--- config.mk ---
export PLATFORM = sky130hd
export DESIGN_NAME = cie_ram
export DESIGN_NICKNAME = d
export VERILOG_FILES = /design/src/design/cie_ram.sv
export SDC_FILE = /design/constraint.sdc
export NUM_CORES = 1
export LEC_CHECK = 0
export BUFFER_PORTS_ARGS = -buffer_cell sky130_fd_sc_hd__buf_2
export CORE_MARGIN = 4
export CORE_UTILIZATION = 50
export DETAILED_ROUTE_END_ITERATION = 8
export HOLD_SLACK_MARGIN = 0.15
export PLACE_DENSITY_LB_ADDON = 0.08
export SYNTH_ARGS = -nofsm -noshare
export SYNTH_HDL_FRONTEND = slang
export SYNTH_SLANG_ARGS = --single-unit
--- constraint.sdc ---
create_clock -name clk_i -period 5.1 [get_ports clk_i]
set_input_delay 0.765 -clock clk_i [delete_from_list [all_inputs] [get_ports clk_i]]
set_output_delay 0.765 -clock clk_i [all_outputs]
set_load 0.05 [all_outputs]
--- src/design/cie_ram.sv ---
module cie_ram #(
  parameter int unsigned Width = 32,
  parameter int unsigned Depth = 16
) (
  input  logic                     clk_i,
  input  logic                     we_i,
  input  logic [$clog2(Depth)-1:0] waddr_i,
  input  logic [Width-1:0]         wdata_i,
  input  logic [$clog2(Depth)-1:0] raddr_i,
  output logic [Width-1:0]         rdata_o
);

  logic [Width-1:0] mem_q [Depth];

  always_ff @(posedge clk_i) begin
    if (we_i) begin
      mem_q[waddr_i] <= wdata_i;
    end
    rdata_o <= mem_q[raddr_i];
  end

endmodule
==> impl_results.md <==
- CTS tree: built
- Postcts setup bufs: 0
- Mapped Area: just under 20,000 µm²
- WL per Instance: between 20 and 30 µm
- Hold Crit Endpoint: mem_q[12][10]
- Pwr per Cell Area: approximately 420 nW/µm²
- Gpl congestion: around 0.73
- Hold slack: around 0.56 ns
- Hold Vio Cnt, Final: 0
- Xor and xnor area share after synthesis: 0%
- Initial Utilization: between 50% and 60%
- Final slew viol count: 0
- Worst slew margin: between 20% and 30%
- Worst-path fanout max: 63
- YS warnings: 0
- Clk root buf: clkbuf_16
- GRT Util Overall: 19.9%
- Post-Route WL: approximately 43,000 µm
- Row count: between 70 and 80
- Commonest cells post-synth: 512 x edfxtp_1, 128 x mux4_2, 64 x a22oi_1, 33 x nand2_1, 32 x dfxtp_1
- Vias in the first global route: a little under 10,000
- Number of nets with antenna violations after routing: 0
- Drt first pass iters: 5
- Flops & latches, synth: 544
- Critical Path, Cell by Cell: buf_4 -> buf_4 -> mux4_2 -> a22oi_1 -> nand2_1
- Hold path startpoint: wdata_i[10]
- Fraction of power consumed by sequential logic: roughly 53%
- Dpl hpwl: between 20,000 and 25,000 µm
- Placed cells: 1,412
- Fin crit share: between 40% and 50%
- Distinct cells, synth: 18
- Min Tclk post-route: ~2.5 ns
- Data arrival time of the worst path: 2.91 ns
- Port Buf Inserts: 73
- Height of the die: just over 200 µm
- Main combinational cell family by area after synthesis: multiplexers
- Syn nets: 880
- CP required: 5.55 ns
- Peak supply drop: 0.334 mV
- Register area share after synthesis: 80.7%
- Mux share of post-synthesis cell area: about 15%
- Most frequent cell after synthesis: edfxtp_1
- Unrepaired setup endpoints after global routing: false
- Gr ovfl total: 0
- DR DRC count: 0
- Sinks on Clock Net: 544
- Max Clock Freq: between 0.4 and 0.5 GHz
- Initial antenna violation count: 2
- CP Class: in -> reg
- Post-synth top area cell: edfxtp_1
- P_leak: between 7 and 8 nW
- Top cell by count, worst path: buf_4
- Area growth syn-to-layout: 14.8%
- Clock transition at path regs: 0.06 ns
- CP endpoint kind: flip-flop
- Final Skew: around 0.0097 ns
- Hold-fix buffers at CTS: 0
- Clock share of power: 41.5%
- Synth Instances: roughly 840
- Design Power: roughly 0.0095 W
- Final cell count without fillers: ~1,500
- Routed via count: 9,019
- Wire length of the first global-routing pass: 63,500 µm
- CTS Buf Count: between 50 and 60
- FFs w/ async S/R, synth: 0%
- Mean number of vias per cell: 5.96
- Share of cells above drive strength 1: between 30 and 40%
- Slew @ Worst Pin: approximately 1.1 ns
- Number of flops mapped to enable cells by yosys: 512
- Clock Latency Late Sink: about 0.58 ns
- Post-layout util: roughly 60%
- Die X: roughly 210 µm
- Worst r2r src: mem_q[2][3]
- Largest net degree at the start of global routing: 68
- Synth Area in Compound Gates: 2.42%
- Top_reg_cell synth: edfxtp_1
- PostCTS Resize Cnt: 0
- WHS Path Cells: 1
- Iteration-0 DRC count of the detailed router: around 840
- Sw Ratio: about a fifth
- Worst path slowest cell: buf_4
- Logic gate share of total power: under 10%
- Psw: just under 0.002 W
- NumNets Final: 992
- Pint: 0.00754 W
- Num ports: 74
- Core box area: 38,900 µm²
- Max Cap Viol: 0
- Final Setup Violations: 0
- CTS H-Tree Depth: 2
- Hold Path Class: in -> reg
- Run status: completed
- R2r setup slk: 3.74 ns
- Startpoint Class: input pin
- Share of the synthesized area in the top cell type: 77.4%
- Synth top area cells: edfxtp_1 77%, mux4_2 15%, dfxtp_1 3.2%, a22oi_1 2.4%, nand2_1 0.62%
- Adder-cell share of the synthesized area: 0%
- Crit Reg-Reg Endpoint: rdata_o[3]
- Worst reg-to-reg path cell count: 3
- Die area: about 43,000 µm²
- Avg Inst Size Synth: around 24 µm²
- Crit path largest cell delay: just under 0.8 ns
- Setup tns final: 0 ns
- Synth Area in Simple Gates: between 1 and 1.5%
- Clock buffer depth: 3
## critical path: cells and delay by family
kind / cells / cell delay [ns]
mux: 1 / 0.38
buf+inv: 2 / 1.29
simple gates: 1 / 0.09
compound gates: 1 / 0.29
## state kept, by name (all words and copies together) (netlist names)
signal and cells:
rdata_o 32, mem_q 512
## how the worst max path moves through the flow
stage | startpoint | to | cells after the start
2_1_floorplan | waddr_i[2] | mem_q[0][0] | 2
3_3_place_gp | raddr_i[0] | rdata_o[23] | 5
3_5_place_dp | raddr_i[0] | rdata_o[25] | 5
4_1_cts | raddr_i[0] | rdata_o[25] | 5
5_1_grt | raddr_i[0] | rdata_o[25] | 5
6_report | raddr_i[1] | rdata_o[3] | 5
## final cells by class
| cell class | count | area [µm²] |
|---|---|---|
| antenna | 1 | 2.50 |
| clock buffer | 76 | 1560 |
| clock inverter | 25 | 235 |
| fill | 2830 | 16100 |
| multi-input combinational | 251 | 3750 |
| sequential | 544 | 16000 |
| tap | 518 | 648 |
| timing repair buffer | 99 | 584 |
## metal layers
layer  wire length [µm]  GRT usage (%)  up-vias
met2              21200           32.3      283
li1                   -              -     3805
met1              18400           28.9     4876
met5                 13              0        -
met4                743           5.27        2
met3               2310           3.32       53
## stage by stage
step                instance area, µm²  worst slack [ns]
floorplan                        19900              1.16
global placement                 21000              2.08
detailed placement               21000              2.02
CTS                              22800              2.64
global route                     22800              2.45
finish                           22800              2.65
## layout by cell type (no fill, tap or decap), types with 4 or more instances in the layout
master,instances
clkinv_2,5
edfxtp_1,512
nor2_4,13
a22oi_1,64
nand2_1,33
clkbuf_16,57
buf_4,26
mux4_2,128
nor3_2,4
buf_2,71
dfxtp_1,32
clkbuf_8,7
clkinv_1,14
bufinv_16,5
clkbuf_1,13
## cell families (layout without fill, tap and decap cells)
family | count (synthesis) | in the layout
compound gates | 64 | 64
buf+inv | 43 | 200
flops | 544 | 544
mux | 128 | 128
other cells | 0 | 1
simple gates | 59 | 59
## power by group through the flow
stage / clock (W) / sequential (W) / combinational (W)
global route: 0.00423 / 0.00503 / 0.000571
finish: 0.00395 / 0.00503 / 0.000532
detailed placement: 0 / 0.00512 / 0.000540
floorplan: 0 / 0.00522 / 0.000240
global placement: 0 / 0.00512 / 0.000531
CTS: 0.00403 / 0.00503 / 0.000542
(Power assumes the default switching activity.)
